## config.mk

```make
export PLATFORM = sky130hd
export DESIGN_NAME = object_header_stream_checker_core
export DESIGN_NICKNAME = d
export VERILOG_FILES = /design/src/rtl/obsc_pkg.sv /design/src/rtl/object_header_stream_checker_core.sv /design/src/rtl/obsc_in_stage.sv /design/src/rtl/obsc_parser.sv /design/src/rtl/obsc_out_stage.sv
export SDC_FILE = /design/constraint.sdc
export NUM_CORES = 1
export LEC_CHECK = 0
export CAP_MARGIN = 20
export CORE_ASPECT_RATIO = 1.4
export CORE_UTILIZATION = 60
export DETAILED_ROUTE_END_ITERATION = 8
export DONT_BUFFER_PORTS = 1
export PLACE_DENSITY = 0.74
export SLEW_MARGIN = 20
export SYNTH_ARGS = -nofsm -noshare
export SYNTH_HDL_FRONTEND = slang
export SYNTH_SLANG_ARGS = --single-unit
export TNS_END_PERCENT = 1
```

## constraint.sdc

```tcl
create_clock -name clk -period 6.37 [get_ports clk]
set_clock_uncertainty 0.05 [all_clocks]
set_input_delay 0.9555 -clock clk [delete_from_list [all_inputs] [get_ports clk]]
set_output_delay 0.9555 -clock clk [all_outputs]
set_load 0.01 [all_outputs]
```

## src/rtl/obsc_pkg.sv

```systemverilog
`default_nettype none

package obsc_pkg;

  localparam int TAG_LEN    = 5;
  localparam int MIN_LENGTH = 6;
  localparam int DEC_BASE   = 10;

  localparam logic [7:0] ZERO_BYTE   = 8'h00;
  localparam logic [7:0] DIGIT_FIRST = 8'h30;
  localparam logic [7:0] DIGIT_LAST  = 8'h39;

  typedef enum logic [1:0] {
    PH_TAG     = 2'd0,
    PH_HEADER  = 2'd1,
    PH_PAYLOAD = 2'd2
  } parse_phase_t;

  typedef enum logic [1:0] {
    DG_BEFORE = 2'd0,
    DG_IN     = 2'd1,
    DG_DONE   = 2'd2
  } digit_phase_t;

  typedef struct packed {
    logic [7:0] data_byte;
    logic       last_byte;
  } item_t;

  typedef struct packed {
    logic        object_valid;
    logic [31:0] payload_size;
    logic [31:0] payload_offset;
    logic        size_overflow;
  } result_t;

  // expected "blob " tag
  function automatic logic [7:0] tag_byte(input logic [2:0] pos);
    logic [7:0] val;
    case (pos)
      3'd0: val = 8'h62;
      3'd1: val = 8'h6C;
      3'd2: val = 8'h6F;
      3'd3: val = 8'h62;
      3'd4: val = 8'h20;
      default: val = 8'h00;
    endcase
    return val;
  endfunction

endpackage

`default_nettype wire

```

## src/rtl/object_header_stream_checker_core.sv

```systemverilog
// channel   direction  handshake                   payload
// item      in         item_valid / item_ready     obsc_pkg::item_t
// result    out        result_valid / result_ready obsc_pkg::result_t
//
// one byte per cycle while the result register can take each last byte: input register, then parse and result register
// a last byte's result enters the result register when that byte leaves the input register and the slot is free
// header state updates through a times-ten add and compare
// rst is synchronous and clears handshake and header state
// only a last byte waits on a full result register; other bytes keep flowing
`default_nettype none

module object_header_stream_checker_core #(
  parameter int LENGTH_WIDTH = 32
) (
  input  wire logic              clk,
  input  wire logic              rst,
  input  wire logic              item_valid,
  output logic                   item_ready,
  input  wire obsc_pkg::item_t   item,
  output logic                   result_valid,
  input  wire logic              result_ready,
  output obsc_pkg::result_t      result
);

  logic              q_valid;
  obsc_pkg::item_t   q_item;
  logic              take;
  logic              res_load;
  logic              slot_free;
  obsc_pkg::result_t res;

  obsc_in_stage u_in (
    .clk        (clk),
    .rst        (rst),
    .item_valid (item_valid),
    .item_ready (item_ready),
    .item       (item),
    .take       (take),
    .q_valid    (q_valid),
    .q_item     (q_item)
  );

  obsc_parser #(
    .LENGTH_WIDTH (LENGTH_WIDTH)
  ) u_parser (
    .clk       (clk),
    .rst       (rst),
    .q_valid   (q_valid),
    .q_item    (q_item),
    .slot_free (slot_free),
    .take      (take),
    .res_load  (res_load),
    .res       (res)
  );

  obsc_out_stage u_out (
    .clk          (clk),
    .rst          (rst),
    .res_load     (res_load),
    .res          (res),
    .slot_free    (slot_free),
    .result_valid (result_valid),
    .result_ready (result_ready),
    .result       (result)
  );

endmodule

`default_nettype wire

```

## src/rtl/obsc_in_stage.sv

```systemverilog
`default_nettype none

module obsc_in_stage (
  input  wire logic           clk,
  input  wire logic           rst,
  input  wire logic           item_valid,
  output logic                item_ready,
  input  wire obsc_pkg::item_t item,
  input  wire logic           take,
  output logic                q_valid,
  output obsc_pkg::item_t     q_item
);

  logic q_valid_next;
  logic accept;

  assign item_ready = !q_valid || take;
  assign accept     = item_valid && item_ready;

  always_comb begin
    if (accept) begin
      q_valid_next = 1'b1;
    end else if (take) begin
      q_valid_next = 1'b0;
    end else begin
      q_valid_next = q_valid;
    end
  end

  always_ff @(posedge clk) begin
    if (rst) begin
      q_valid <= 1'b0;
    end else begin
      q_valid <= q_valid_next;
    end
  end

  always_ff @(posedge clk) begin
    if (accept) begin
      q_item <= item;
    end
  end

endmodule

`default_nettype wire

```

## src/rtl/obsc_parser.sv

```systemverilog
`default_nettype none

module obsc_parser #(
  parameter int LENGTH_WIDTH = 32
) (
  input  wire logic             clk,
  input  wire logic             rst,
  input  wire logic             q_valid,
  input  wire obsc_pkg::item_t  q_item,
  input  wire logic             slot_free,
  output logic                  take,
  output logic                  res_load,
  output obsc_pkg::result_t     res
);

  localparam int W = LENGTH_WIDTH;
  localparam logic [W-1:0] MAXV = '1;

  logic [W-1:0]           byte_count, byte_count_next;
  logic                   tag_match, tag_match_next;
  obsc_pkg::parse_phase_t parse_phase, parse_phase_next;
  obsc_pkg::digit_phase_t digit_phase, digit_phase_next;
  logic [W-1:0]           size_acc, size_acc_next;
  logic [W-1:0]           header_end, header_end_next;
  logic                   overflow_seen, overflow_seen_next;

  logic [7:0]   b;
  logic [W-1:0] idx;
  logic [3:0]   digit;
  logic [W+3:0] scaled;
  logic [W-1:0] length;
  logic         len_ok;
  logic         zero_seen;
  logic         valid;
  logic [63:0]  size_ext;
  logic [63:0]  offset_ext;

  assign take     = q_valid && (!q_item.last_byte || slot_free);
  assign res_load = take && q_item.last_byte;

  assign b      = q_item.data_byte;
  assign idx    = byte_count;
  assign digit  = 4'(b - obsc_pkg::DIGIT_FIRST);
  assign scaled = ({4'b0, size_acc} << 3) + ({4'b0, size_acc} << 1) + (W+4)'(digit);

  always_comb begin
    tag_match_next     = tag_match;
    parse_phase_next   = parse_phase;
    digit_phase_next   = digit_phase;
    size_acc_next      = size_acc;
    header_end_next    = header_end;
    overflow_seen_next = overflow_seen;

    case (parse_phase)
      obsc_pkg::PH_TAG: begin
        if (idx < W'(obsc_pkg::TAG_LEN)) begin
          if (b != obsc_pkg::tag_byte(idx[2:0])) begin
            tag_match_next = 1'b0;
          end
          if (idx == W'(obsc_pkg::TAG_LEN - 1)) begin
            parse_phase_next = obsc_pkg::PH_HEADER;
          end
        end
      end
      obsc_pkg::PH_HEADER: begin
        if (b == obsc_pkg::ZERO_BYTE) begin
          header_end_next  = idx + W'(1);
          parse_phase_next = obsc_pkg::PH_PAYLOAD;
          digit_phase_next = obsc_pkg::DG_DONE;
        end else if (b inside {[obsc_pkg::DIGIT_FIRST:obsc_pkg::DIGIT_LAST]}) begin
          if (digit_phase != obsc_pkg::DG_DONE) begin
            if (scaled[W+3:W] != 4'd0) begin
              size_acc_next      = MAXV;
              overflow_seen_next = 1'b1;
            end else begin
              size_acc_next = scaled[W-1:0];
            end
            digit_phase_next = obsc_pkg::DG_IN;
          end
        end else if (digit_phase == obsc_pkg::DG_IN) begin
          digit_phase_next = obsc_pkg::DG_DONE;
        end
      end
      default: begin
      end
    endcase

    byte_count_next = (byte_count != MAXV) ? byte_count + W'(1) : byte_count;

    len_ok    = idx != MAXV;
    length    = idx + W'(1);
    zero_seen = parse_phase_next == obsc_pkg::PH_PAYLOAD;
    valid     = len_ok && (length >= W'(obsc_pkg::MIN_LENGTH)) && tag_match_next &&
                zero_seen && !overflow_seen_next && (header_end_next <= length) &&
                ((length - header_end_next) == size_acc_next);

    size_ext   = 64'(size_acc_next);
    offset_ext = zero_seen ? 64'(header_end_next) : 64'd0;

    res.object_valid   = valid;
    res.payload_size   = size_ext[31:0];
    res.payload_offset = offset_ext[31:0];
    res.size_overflow  = overflow_seen_next;

    // end of object: back to the start state
    if (q_item.last_byte) begin
      byte_count_next    = '0;
      tag_match_next     = 1'b1;
      parse_phase_next   = obsc_pkg::PH_TAG;
      digit_phase_next   = obsc_pkg::DG_BEFORE;
      size_acc_next      = '0;
      header_end_next    = '0;
      overflow_seen_next = 1'b0;
    end
  end

  always_ff @(posedge clk) begin
    if (rst) begin
      byte_count    <= '0;
      tag_match     <= 1'b1;
      parse_phase   <= obsc_pkg::PH_TAG;
      digit_phase   <= obsc_pkg::DG_BEFORE;
      size_acc      <= '0;
      header_end    <= '0;
      overflow_seen <= 1'b0;
    end else if (take) begin
      byte_count    <= byte_count_next;
      tag_match     <= tag_match_next;
      parse_phase   <= parse_phase_next;
      digit_phase   <= digit_phase_next;
      size_acc      <= size_acc_next;
      header_end    <= header_end_next;
      overflow_seen <= overflow_seen_next;
    end
  end

  a_restart: assert property (@(posedge clk) disable iff (rst)
    res_load |=> (byte_count == '0) && (parse_phase == obsc_pkg::PH_TAG))
    else $error("state not cleared after last byte");

  a_end_phase: assert property (@(posedge clk) disable iff (rst)
    (header_end != '0) |-> (parse_phase == obsc_pkg::PH_PAYLOAD))
    else $error("header end recorded outside payload phase");

  a_digits_done: assert property (@(posedge clk) disable iff (rst)
    (parse_phase == obsc_pkg::PH_PAYLOAD) |-> (digit_phase == obsc_pkg::DG_DONE))
    else $error("digit run still open in payload");

  a_saturate: assert property (@(posedge clk) disable iff (rst)
    overflow_seen |-> (size_acc == MAXV))
    else $error("size not saturated after overflow");

endmodule

`default_nettype wire

```

## src/rtl/obsc_out_stage.sv

```systemverilog
`default_nettype none

module obsc_out_stage (
  input  wire logic              clk,
  input  wire logic              rst,
  input  wire logic              res_load,
  input  wire obsc_pkg::result_t res,
  output logic                   slot_free,
  output logic                   result_valid,
  input  wire logic              result_ready,
  output obsc_pkg::result_t      result
);

  logic result_valid_next;

  assign slot_free = !result_valid || result_ready;

  always_comb begin
    if (res_load) begin
      result_valid_next = 1'b1;
    end else if (result_ready) begin
      result_valid_next = 1'b0;
    end else begin
      result_valid_next = result_valid;
    end
  end

  always_ff @(posedge clk) begin
    if (rst) begin
      result_valid <= 1'b0;
    end else begin
      result_valid <= result_valid_next;
    end
  end

  always_ff @(posedge clk) begin
    if (res_load) begin
      result <= res;
    end
  end

endmodule

`default_nettype wire
```

---- After elaboration in Yosys (flattened, before gate mapping) ----
Cells that the tools add are included.
storage, ports and cells
  register bits ........................... 179
  bits in latches ......................... 0
  memory bits (writable) .................. 0
  ROM bits ................................ 0
  output and inout bits ................... 68
  memories ................................ 0
cells by class
  add/subtract/negate cells ............... 5
  multipliers ............................. 0
  div/mod/pow operators ................... 0
  $lt $le $gt $ge ......................... 5
  eq/ne operators ......................... 13
  shift-type cells ........................ 0
  mux-type cells .......................... 39
  bitwise logic cells ..................... 0
  reductions and logical operators ........ 29
operators by type and width
  operator                                                             number
  two-way mux 32 bit                                                   11
  adder 35 x 33 -> 36 bit                                              1
  adder 36 x 4 -> 36 bit                                               1
  adder 32 x 1 -> 32 bit (second input constant)                       1
  equality test 32 x 3 -> 1 bit (second input constant)                1
  equality test 32 bit                                                 1
  greater-or-equal comparator 32 x 3 -> 1 bit (second input constant)  1
  less-or-equal comparator 32 bit                                      1
  < comparator 32 x 3 -> 1 bit (second input constant)                 1
  != test 32 bit (second input constant)                               1
  subtractor 32 bit                                                    1
  case mux 7 bit (4 select lines)                                      1
  two-way mux 2 bit                                                    10
  two-way mux 8 bit                                                    2
  two-way mux 1 bit                                                    14
  logical AND 1 bit                                                    10
  greater-or-equal comparator 8 x 6 -> 1 bit (second input constant)   1
  less-or-equal comparator 8 x 6 -> 1 bit (second input constant)      1
  zero test 8 bit                                                      1
  != test 8 bit                                                        1
  nonzero test 2 bit                                                   4
  nonzero test 4 bit                                                   2
  equality test 3 x 2 -> 1 bit (second input constant)                 2
  equality test 2 x 1 -> 1 bit (second input constant)                 2
  14 further kinds                                                     19

---- Depth between registers and ports, before layout ----
Gate-level depths: netlist (run 1).
  depth in word-level cells ............... 14
  mapped depth ............................ 22
  gate-level depth less buffers ........... 20

---- Hierarchy ----
Synthesis (run 1) repeated with hierarchy kept, for this count alone.
second synthesis, totals
  cells, all modules ...................... 1443
  area total of the unflattened synthesis .. 12414.4 sq um
modules (own cells, without submodules)
  module          instances  cells each  area each (sq um)
  obsc_parser     1          1359        10060.9
  obsc_out_stage  1          70          2028.2
  obsc_in_stage   1          14          325.3

---- Worst setup path after synthesis (run 1) ----
Ideal clock, no wire load.
  path type ............................... register to register
  start ................................... register, netlist name u_in.q_item[1]
  end ..................................... register, netlist name u_out.result[65]
  setup time .............................. 0.170 ns
  data arrival time ....................... 4.794 ns
  slack ................................... 1.356 ns
  cell stages (with the launch flop) ...... 19
  clock period less this slack ............ 5.014 ns
  cell sequence ........................... edfxtp_1 nor4_1 nand3_1 nor2_1 clkbuf_1 mux2i_1 ha_1 clkbuf_1 and3_1 a31oi_1 a31oi_1 o2111ai_1 a32oi_1 a311o_1 a21o_1 a21oi_1 o21ai_0 or3_1 nor4_2

==> reports/qor.yml, run 1 <==
critPathMaxFanout: 10
period_minus_slack_ns: 5.87
io_pins: 81
synth_common_cells: "nor2_1, a21oi_1, dfxtp_1"
cts_setup_buffers: 0
cp.arrival_ns: 6.11
numCtsBuffers: 17
tightestPinTransition_ns: 0.974
dp_hpwl_um: 26500
whs_ns: 0.420
fill_cells: 1789
die_w_um: 124
grt_pass1_vias: 10800
grt_start_max_net_pins: 103
hold_viol: 0
pre_cts_slack_ns: 0.646
crit_required_ns: 6.61
clkSinkCount: 179
syn_area_um2: 12600
synth_cells: 1477
drtIter0Drc: 940
syn_to_final_growth_pct: 6.05
hold_class: "flip-flop to flip-flop"
async_reset_ff_share_pct: 0
start_kind: "flip-flop"
combPwrFrac_pct: 3.7
antenna_cells: 0
grt_first_pass_wirelength_um: 56500
synth_area_leaders: "edfxtp_1, dfxtp_1, ha_1, nor2_1, xnor2_1"
cts_hold_buf: 0
h-tree-depth: 4
switching_share_pct: 22.5
post-route-drc-count: 0
synthesis.nets: 1593
vias_per_cell: 6.62
yosysTopAreaCell: "edfxtp_1"
end_kind: "flip-flop"
root_buffer: "clkbuf_16"
ys_seq_elements: 179
yosysMostFrequentCell: "nor2_1"
layout-drive-gt1-share_pct: 5.67
routabilityCongestion: 0.969
outcome: "complete, no violations"
p_leak_nw: 5.09
synth_cell_type_count: 84
synth_top_area_share_pct: 17.9
fp-row-count: 62
cellPowerDensity_nw_per_um2: 178
cap_violations: 0
clk_latency_ns: 0.45
clkPwrFrac_pct: 45.1
wirelength_um: 35700
hold_depth: 2
cts_tree: "done"
clkSlewWorstSetupHoldPaths_ns: 0.07
maxSlewViolCount: 0
antenna_found_initial: 0
synth.avg_cell_area_um2: 8.51
grt_setup_unrepaired: "no"
ant_nets: 0
setup_slack_ns: 0.501
vias: 11300
relSlewSlack_pct: 35.1
ys.flop_type: "dfxtp_1"
p_sw_w: 0.000535
p_seq_share_pct: 51.1
core_um2: 20600
post-route-util_pct: 64.9
grt_overflow: 0
synth-edff-count: 75
ys.warnings.count: 0
initial_utilization_pct: 61.2
power_w: 0.00238
max_freq_ghz: 0.170
ys_seq_area_share_pct: 34.5
finalSetupTns_ns: 0
io_buffers: 0
post-route-period-util_pct: 92.1
cts_resized: 0
intPower_w: 0.00184
worstSetupPathType: "flip-flop to flip-flop"
rr_worst_depth: 19
chipHeight_um: 173
cts_buffer_depth: 2
wl_per_cell_um: 21.0
worst_ir_drop_vdd_uv: 188
setup_viol: 0
drtPass1Iterations: 5
nNetsFinal: 1550
grt_usage_pct: 32.9
dieArea_um2: 21500
-- worst max-delay path, cell delays in order, from the launching register on --
cell       delay (ns)
dfxtp_1          0.52
nand3_1          0.25
or3_1            0.56
nor2_1           0.39
nand3_1          0.22
xnor2_1          0.34
mux2i_1          0.25
ha_1             0.52
nand2_1          0.15
o21ai_0          0.27
a22oi_1          0.10
a21oi_1          0.24
a211o_1          0.13
a21oi_1          0.07
xnor2_1          0.38
o221a_2          0.28
a31oi_1          0.04
a2111oi_0        0.50
nand4_1          0.17
nor4_2           0.28
-- layout by cell type (no fill, tap or decap), types with 4 or more instances in the layout --
master | synthesis | layout
a21o_1 | 19 | 19
and3_1 | 13 | 12
a22oi_1 | 65 | 65
a211o_1 | 4 | 4
nand4_1 | 24 | 24
a211oi_1 | 8 | 7
o211a_1 | 5 | 5
a21oi_1 | 121 | 120
edfxtp_1 | 75 | 75
a2111oi_0 | 7 | 7
o21a_1 | 4 | 4
xor2_1 | 41 | 41
buf_4 | 1 | 19
inv_1 | 31 | 31
or3_1 | 9 | 9
nand3_1 | 35 | 35
o211ai_1 | 8 | 8
nor3_1 | 35 | 35
a221oi_1 | 4 | 4
a311oi_1 | 5 | 5
o31ai_1 | 7 | 7
a31oi_1 | 39 | 38
ha_1 | 100 | 100
and4_1 | 7 | 7
nand2_1 | 79 | 78
nor2b_1 | 10 | 9
mux2i_1 | 31 | 31
and2_1 | 6 | 6
o21ai_1 | 7 | 6
or2_2 | 6 | 6
nor4_1 | 16 | 16
xnor2_1 | 72 | 72
o21ai_0 | 49 | 49
nand2b_1 | 13 | 13
o2111ai_1 | 4 | 4
nor2_1 | 265 | 264
clkbuf_16 | 0 | 17
dfxtp_1 | 104 | 104
-- power by group through the flow --
stage	registers, W	clock network, W	logic (W)
6_report	0.00122	0.00107	0.0000888
5_1_grt	0.00122	0.00113	0.0000951
4_1_cts	0.00122	0.00108	0.0000875
3_5_place_dp	0.00124	0	0.0000868
3_3_place_gp	0.00124	0	0.0000860
2_1_floorplan	0.00124	0	0.0000719
-- registers in the layout (all words and copies together) (netlist names), 2 cells and up --
signal and count:
u_in.q_item 9, u_out.result 66, u_parser.byte_count 32, u_parser.digit_phase 2, u_parser.header_end 32, u_parser.parse_phase 2
u_parser.size_acc 32
-- cell families (layout without fill, tap and decap cells) --
family	after synthesis	in the layout	share of synthesized area [%]
flip-flops	179	179	34.5
multiplexers	32	32	2.56
buffers and inverters	112	82	3.61
AND/OR/NAND/NOR	538	538	19.8
XOR/XNOR	113	113	7.87
adder cells (fa/ha/maj)	103	103	10.4
AO/OA/AOI/OAI	400	400	21.2
-- metal layers --
metal | vias to the layer above | track usage, % | routed length [µm] | share of wire [%]
met5 | - | 0 | 0 | 0
met4 | 0 | 17.8 | 1700 | 4.8
met3 | 96 | 4.88 | 2050 | 5.7
met2 | 442 | 57.1 | 17800 | 50
met1 | 5393 | 39.0 | 14200 | 40
li1 | 5338 | - | - | -
-- worst paths after layout --
kind                            slack [ns]              startpoint                 end
worst min register to register        0.42      u_parser.tag_match  u_parser.tag_match
worst min-delay path                  0.42      u_parser.tag_match  u_parser.tag_match
worst max-delay path                  0.50  u_parser.byte_count[2]    u_out.result[65]
worst max register to register        0.50  u_parser.byte_count[2]    u_out.result[65]
-- area by class of cell --
class	count	area, µm²	area share (%)
flip-flops and latches	179	4330	32.5
multi-input cells	1186	7830	58.7
inverters	31	116	0.873
clock inverters	14	163	1.22
clock buffers	18	429	3.22
repair buffers	19	143	1.07
well taps	256	320	2.40
-- through the flow --
stage                     instance area [µm²]  cells
after floorplan                         12600   1477
after global placement                  12700   1671
after detailed placement                12700   1671
after CTS                               13300   1703
after global routing                    13300   1703
final                                   13300   1703
No activity file was read; power rests on OpenSTA's default activity.
==> run 2, diff against run 1 <==
--- a/config.mk
+++ b/config.mk
@@ -7,10 +7,11 @@
 export LEC_CHECK = 0
 export CAP_MARGIN = 20
 export CORE_ASPECT_RATIO = 1.4
-export CORE_UTILIZATION = 60
+export CORE_MARGIN = 8
+export CORE_UTILIZATION = 59
 export DETAILED_ROUTE_END_ITERATION = 8
 export DONT_BUFFER_PORTS = 1
-export PLACE_DENSITY = 0.74
+export PLACE_DENSITY = 0.76
 export SLEW_MARGIN = 20
 export SYNTH_ARGS = -nofsm -noshare
 export SYNTH_HDL_FRONTEND = slang
==> constraint.sdc (replaced) <==
create_clock -name clk -period 4.8 [get_ports clk]
set_clock_uncertainty 0.05 [all_clocks]
set_input_delay 0.72 -clock clk [delete_from_list [all_inputs] [get_ports clk]]
set_output_delay 0.72 -clock clk [all_outputs]
set_load 0.01 [all_outputs]
==> reports/qor.yml, run 2 (synthesis results as in run 1) <==
outcome: "complete, no violations"
reg2reg_from: "u_in.q_item[6]"
layout-drive-gt1-share_pct: 25.4  # +20 points
nNetsFinal: 1764  # +14%
grt_usage_pct: 30.6  # -2.3 points
dpl_cell_area_um2: 14200  # +11%
rr_worst_depth: 21  # +2
grt_overflow: 0  # unchanged
hold_viol: 0  # unchanged
period_minus_slack_ns: 4.74  # -1.13 ns
root_buffer: "clkbuf_16"
tightestPinTransition_ns: 0.959  # -0.0150 ns
wirelength_um: 42800  # +20%
drtPass1Iterations: 6  # +1
io_pins: 81  # unchanged
vias: 12700  # +13%
antenna_found_initial: 0  # unchanged
finalSetupTns_ns: 0  # unchanged
routabilityCongestion: 0.960  # -0.90%
cts_tree: "done"
relSlewSlack_pct: 36.1  # +1.0 points
crit_chain: "nor4_2, nand3_2, nor2_4, buf_12, buf_12, mux2i_4, ha_1, buf_4, nand2_2, nor2_2, buf_4, a21o_1, a2111oi_0, nor3_1, xor2_1, a22o_1, a21oi_1, a31oi_1, nor4_1, nand4_1, nor4_2"
worstSetupPathType: "flip-flop to flip-flop"
cp_slowest_cell: "a2111oi_0"
io_buffers: 0  # unchanged
dieArea_um2: 26300  # +22%
cp.arrival_ns: 4.96  # -1.15 ns
grt_start_max_net_pins: 103  # unchanged
power_w: 0.00322  # +35%
post-route-drc-count: 0  # unchanged
h-tree-depth: 4  # unchanged
reg2reg_slack_ns: 0.06  # -0.44 ns
chipHeight_um: 189  # +8.9%
grt_pass1_vias: 12000  # +11%
clkSinkCount: 179  # unchanged
dp_hpwl_um: 29800  # +13%
start_kind: "flip-flop"
setup_viol: 0  # unchanged
grt_first_pass_wirelength_um: 64200  # +14%
critPathMaxFanout: 7  # -3
maxSlewViolCount: 0  # unchanged
final_common_cell: "nor2_1"
largest_register_ffs: 66  # unchanged
clk_latency_ns: 0.46  # about the same
ant_nets: 0  # unchanged
core_um2: 21000  # +2.4%
max_freq_ghz: 0.211  # +24%
p_leak_nw: 6.45  # +27%
r2r-end: "u_out.result[65]"
post-route-period-util_pct: 98.7  # +6.6 points
drtIter0Drc: 1157  # +23%
end_kind: "flip-flop"
mostFrequentLayoutCells: "nor2_1, buf_4, a21oi_1, dfxtp_1, ha_1"
wl_per_cell_um: 22.3  # +6.3%
hold_class: "input pin to flip-flop"
cts_hold_buf: 0  # unchanged
cap_violations: 0  # unchanged
fp-row-count: 63  # +1.6%
clkSlewWorstSetupHoldPaths_ns: 0.08  # about the same
top_register: "u_out.result"
cellPowerDensity_nw_per_um2: 202  # +13%
crit_required_ns: 5.03  # -1.58 ns
die_w_um: 139  # +12%
syn_to_final_growth_pct: 26.8
hold_depth: 0  # -2
initial_utilization_pct: 59.7  # -1.4 points
cts_buffer_depth: 2  # unchanged
hp-start: "item[7]"
slowest_delay_ns: 0.48  # -0.08 ns
final_area_um2: 15900  # +20%
numCtsBuffers: 17  # unchanged
worst_ir_drop_vdd_uv: 254  # +35%
vias_per_cell: 6.60  # -0.22%
grt_setup_unrepaired: "yes"
holdPathEnd: "u_in.q_item[7]"
antenna_cells: 0  # unchanged
==> run 2: changes by cell type in the layout (fill, tap and decap cells not counted), moves of 11 or more <==
cell,delta
buf_4,+195
a21oi_1,-17
buf_6,+11
xnor2_2,+12
xnor2_1,-13
a21oi_2,+15
mux2i_1,-14
==> run 2: what timing repair did <==
| item | 4_1_cts | 5_1_grt |
|---|---|---|
| buffers inserted | 6 | 22 |
| cloned | 1 | 0 |
| gates resized for setup | 30 | 148 |
| setup endpoints to repair | 1 | 1 |
| endpoints found under the hold margin | 0 | 0 |
| pin swaps | 10 | 70 |
==> run 2: area by class of cell <==
class                      count  area, µm²
multi-input combinational   1187       8700
fill                        1493       5100
sequential                   179       4340
timing repair buffer         232       1870
clock buffer                  17        425
tap                          260        325
clock inverter                15        170
inverter                      31        116
==> run 2: power by group <==
part	total [W]	switching (W)	internal, W
Combinational	0.000156	0.0000982	0.0000581
Clock	0.00145	0.000665	0.000784
Sequential	0.00161	0.0000160	0.00160
==> run 2: worst max path at each step <==
stage,to,startpoint,cells past startpoint,slack (ns)
after floorplan,u_out.result[65],u_parser.byte_count[0],22,0.04
after global placement,u_out.result[65],u_in.q_item[1],19,-0.04
after detailed placement,u_out.result[65],u_in.q_item[1],18,-0.16
after CTS,u_out.result[65],u_in.q_item[4],17,0.0005
after global routing,u_out.result[65],u_in.q_item[6],20,-0.14
final,u_out.result[65],u_in.q_item[6],21,0.06
==> run 2: per-stage QoR <==
step           std cells  util (%)  setup slack [ns]  hold slack [ns]
6_report            1921      75.8            0.0612            0.304
5_1_grt             1921      75.8            -0.141            0.290
4_1_cts             1899      71.3          0.000453            0.274
3_5_place_dp        1860      67.4            -0.164            0.409
3_3_place_gp        1860      67.4           -0.0417            0.393
2_1_floorplan       1477         -            0.0428            0.381
==> run 2: per-layer routing <==
metal | GRT usage, % | wire length, µm | vias up
li1 | - | - | 5790
met1 | 35.5 | 16000 | 6025
met2 | 53.1 | 21200 | 686
met3 | 4.66 | 3100 | 183
met4 | 17.2 | 2520 | 0
met5 | 0 | 0 | -
==> run 2: worst max-delay path, delay by kind of cell, from the launching register on <==
family,cells,cell delay (ns)
AOI/OAI and AO/OA,5,1.05
DFF,1,0.41
adders and majority gates,1,0.29
muxes,1,0.24
xor gates and xnor gates,1,0.23
buffers and inverters,4,0.59
and+or+nand+nor,9,1.71
==> run 3, diff against run 2 <==
--- a/config.mk
+++ b/config.mk
@@ -5,6 +5,7 @@
 export SDC_FILE = /design/constraint.sdc
 export NUM_CORES = 1
 export LEC_CHECK = 0
+export ABC_AREA = 1
 export CAP_MARGIN = 20
 export CORE_ASPECT_RATIO = 1.4
 export CORE_MARGIN = 8
@@ -15,5 +16,6 @@
 export SLEW_MARGIN = 20
 export SYNTH_ARGS = -nofsm -noshare
 export SYNTH_HDL_FRONTEND = slang
+export SYNTH_HIERARCHICAL = 1
 export SYNTH_SLANG_ARGS = --single-unit
 export TNS_END_PERCENT = 1
==> reports/qor.yml, run 3 <==
outcome: "complete, no violations"
worst_ir_drop_vdd_uv: 257  # +1.0%
hold_class: "input pin to flip-flop"
h-tree-depth: 4  # unchanged
cap_violations: 0  # unchanged
layout-drive-gt1-share_pct: 8.17  # -17 points
ys_seq_elements: 179  # unchanged
crit_chain: "inv_1, nor3_1, nand2_1, nor2_2, or2_2, nand2_1, nand2_1, o21ai_0, ha_1, nand2_1, nor2_1, inv_1, nor2_1, nand3_1, nand3_1, xor2_1, nand3b_1, nand2_1, nor2_1, nand2_1, nor2_1, nand3_1, nor2_1"
end_kind: "flip-flop"
clkPwrFrac_pct: 43.5  # -1.5 points
mostFrequentLayoutCells: "nand2_1, inv_1, nor2_1, a21oi_1, dfxtp_1"
clk_latency_ns: 0.45  # about the same
clkSlewWorstSetupHoldPaths_ns: 0.07  # about the same
combPwrFrac_pct: 5.2  # +0.3 points
synth_cell_type_count: 55  # -35%
crit_path_start: "u_parser/byte_count[14]"
synth.avg_cell_area_um2: 6.72  # -21%
post-route-drc-count: 0  # unchanged
top_register: "u_out/result"
root_buffer: "clkbuf_16"
reg2reg_from: "u_parser/byte_count[14]"
syn_area_um2: 13800  # +10%
tightestPinTransition_ns: 1.04  # +0.0857 ns
wl_per_cell_um: 18.1  # -19%
ys_seq_area_share_pct: 31.3  # -3.2 points
cp_slowest_cell: "ha_1"
cts_hold_buf: 0  # unchanged
yosysTopAreaCell: "nand2_1"
synth_cells: 2061  # +40%
dp_hpwl_um: 33300  # +12%
nNetsFinal: 2159  # +22%
grt_pass1_vias: 13200  # +10%
period_minus_slack_ns: 4.49  # -0.244 ns
synth_common_cells: "nand2_1, inv_1, nor2_1"
io_pins: 81  # unchanged
whs_ns: 0.285  # -0.0190 ns
cp_common_cell: "nand2_1"
multi_input_area_um2: 8230  # -5.5%
largest_register_ffs: 66  # unchanged
finalSetupTns_ns: 0  # unchanged
chipHeight_um: 197  # +4.5%
post-route-period-util_pct: 93.6  # -5.1 points
critPathMaxFanout: 6  # -1
synth_top_area_share_pct: 17.2  # -0.70 points
hp-start: "rst"
drtIter0Drc: 1102  # -4.8%
start_kind: "flip-flop"
antenna_found_initial: 0  # unchanged
p_leak_nw: 7.37  # +14%
fp-row-count: 66  # +4.8%
grt_start_max_net_pins: 102  # -0.97%
ys.warnings.count: 6  # +6
ant_nets: 0  # unchanged
crit_required_ns: 5.06  # +0.03 ns
vias_per_cell: 5.67  # -14%
clkSinkCount: 179  # unchanged
final_common_cell: "nand2_1"
maxSlewViolCount: 0  # unchanged
io_buffers: 0  # unchanged
cp.arrival_ns: 4.76  # -0.20 ns
relSlewSlack_pct: 30.3  # -5.8 points
yosysMostFrequentCell: "nand2_1"
grt_setup_unrepaired: "no"
max_freq_ghz: 0.222  # +5.4%
worstSetupPathType: "flip-flop to flip-flop"
routabilityCongestion: 1.00  # +4.2%
syn_to_final_growth_pct: 6.31
synth_area_leaders: "nand2_1, edfxtp_1, dfxtp_1, ha_1, inv_1"
hold_viol: 0  # unchanged
crit_buf_inv: 2  # -2
cts_setup_buffers: 0  # -6
intPower_w: 0.00239  # -2.1%
cts_tree: "done"
grt_usage_pct: 29.6  # -0.99 points
cellPowerDensity_nw_per_um2: 216  # +7.0%
critPathTopFamily: "simple AND/OR/NAND/NOR gates"
synth-edff-count: 75  # unchanged
register_area_um2: 4340  # unchanged
p_sw_w: 0.000788  # +1.2%
vias: 13400  # +5.6%
fill_cells: 2215  # +48%
drtPass1Iterations: 5  # -1
ys.flop_type: "dfxtp_1"
switching_share_pct: 24.8  # +0.62 points
die_w_um: 145  # +4.4%
grt_overflow: 0  # unchanged
synthesis.nets: 2177  # +37%
core_um2: 23100  # +9.9%
numCtsBuffers: 17  # unchanged
antenna_cells: 0  # unchanged
async_reset_ff_share_pct: 0  # unchanged
slowest_delay_ns: 0.52  # +0.04 ns
wirelength_um: 42800  # -0.12%
grt_first_pass_wirelength_um: 67800  # +5.5%
p_seq_share_pct: 51.3  # +1.2 points
initial_utilization_pct: 59.9  # +0.14 points
cts_buffer_depth: 2  # unchanged
dieArea_um2: 28700  # +9.1%
setup_viol: 0  # unchanged
==> run 3: metal layers <==
layer,wire (µm),vias up,share of wire (%),GRT usage [%]
met2,21700,503,51,54.5
met3,2090,145,4.9,4.03
met1,16400,6148,38,31.6
li1,-,6596,-,-
met5,0,-,0,0
met4,2550,0,6.0,18.7
==> run 3: area by class of cell <==
cell class | instances | area share (%)
multi-input combinational | 1539 | 55.9
sequential | 179 | 29.5
inverter | 294 | 7.50
clock buffer | 19 | 3.01
tap | 306 | 2.60
clock inverter | 13 | 0.833
timing repair buffer | 12 | 0.697
==> run 3: cell families after synthesis <==
group / after synthesis / share of synthesized area [%]
adder cells (fa/ha/maj): 103 / 9.47
flip-flops: 179 / 31.3
XOR/XNOR: 63 / 3.99
buffers and inverters: 343 / 9.60
multiplexers: 1 / 0.0723
AO/OA/AOI/OAI: 268 / 10.6
AND/OR/NAND/NOR: 1104 / 35.0
==> run 3: worst reg2reg max path, cell delays in order, from the launching register on <==
cell and delay (ns):
dfxtp_1 0.39, inv_1 0.11, nor3_1 0.35, nand2_1 0.12
nor2_2 0.30, or2_2 0.17, nand2_1 0.13, nand2_1 0.09
o21ai_0 0.30, ha_1 0.52, nand2_1 0.14, nor2_1 0.11
inv_1 0.07, nor2_1 0.30, nand3_1 0.22, nand3_1 0.15
xor2_1 0.25, nand3b_1 0.15, nand2_1 0.06, nor2_1 0.08
nand2_1 0.06, nor2_1 0.10, nand3_1 0.08, nor2_1 0.09
==> run 3: metrics by stage <==
step	worst slack, ns	instances	area (µm²)	total power [W]	utilization [%]
3_3_place_gp	0.231	2330	14100	0.00182	61.1
2_1_floorplan	0.818	2061	13800	0.00178	-
6_report	0.305	2362	14700	0.00318	63.6
5_1_grt	0.00791	2362	14700	0.00326	63.6
4_1_cts	0.200	2362	14700	0.00318	63.5
3_5_place_dp	0.242	2330	14100	0.00183	61.1
==> run 3: power groups by stage <==
stage	logic (W)	registers (W)	clock network [W]
final	0.000167	0.00163	0.00138
after floorplan	0.000125	0.00166	0
after global placement	0.000160	0.00166	0
after CTS	0.000164	0.00163	0.00139
after global routing	0.000179	0.00163	0.00145
after detailed placement	0.000163	0.00166	0
==> run 3: repair_timing <==
| item | 4_1_cts | 5_1_grt |
|---|---|---|
| resized for setup | 0 | 6 |
| endpoints found under the hold margin | 0 | 0 |
| endpoints found under the setup margin | 0 | 1 |
==> run 3: worst paths after layout <==
check / to / slack [ns] / depth (start not counted)
setup / recovery: u_out/result[65] / 0.31 / 23
hold / removal: u_out/result_valid / 0.29 / 1
setup reg to reg: u_out/result[65] / 0.31 / 23
hold reg to reg: u_parser/header_end[12] / 0.41 / 2
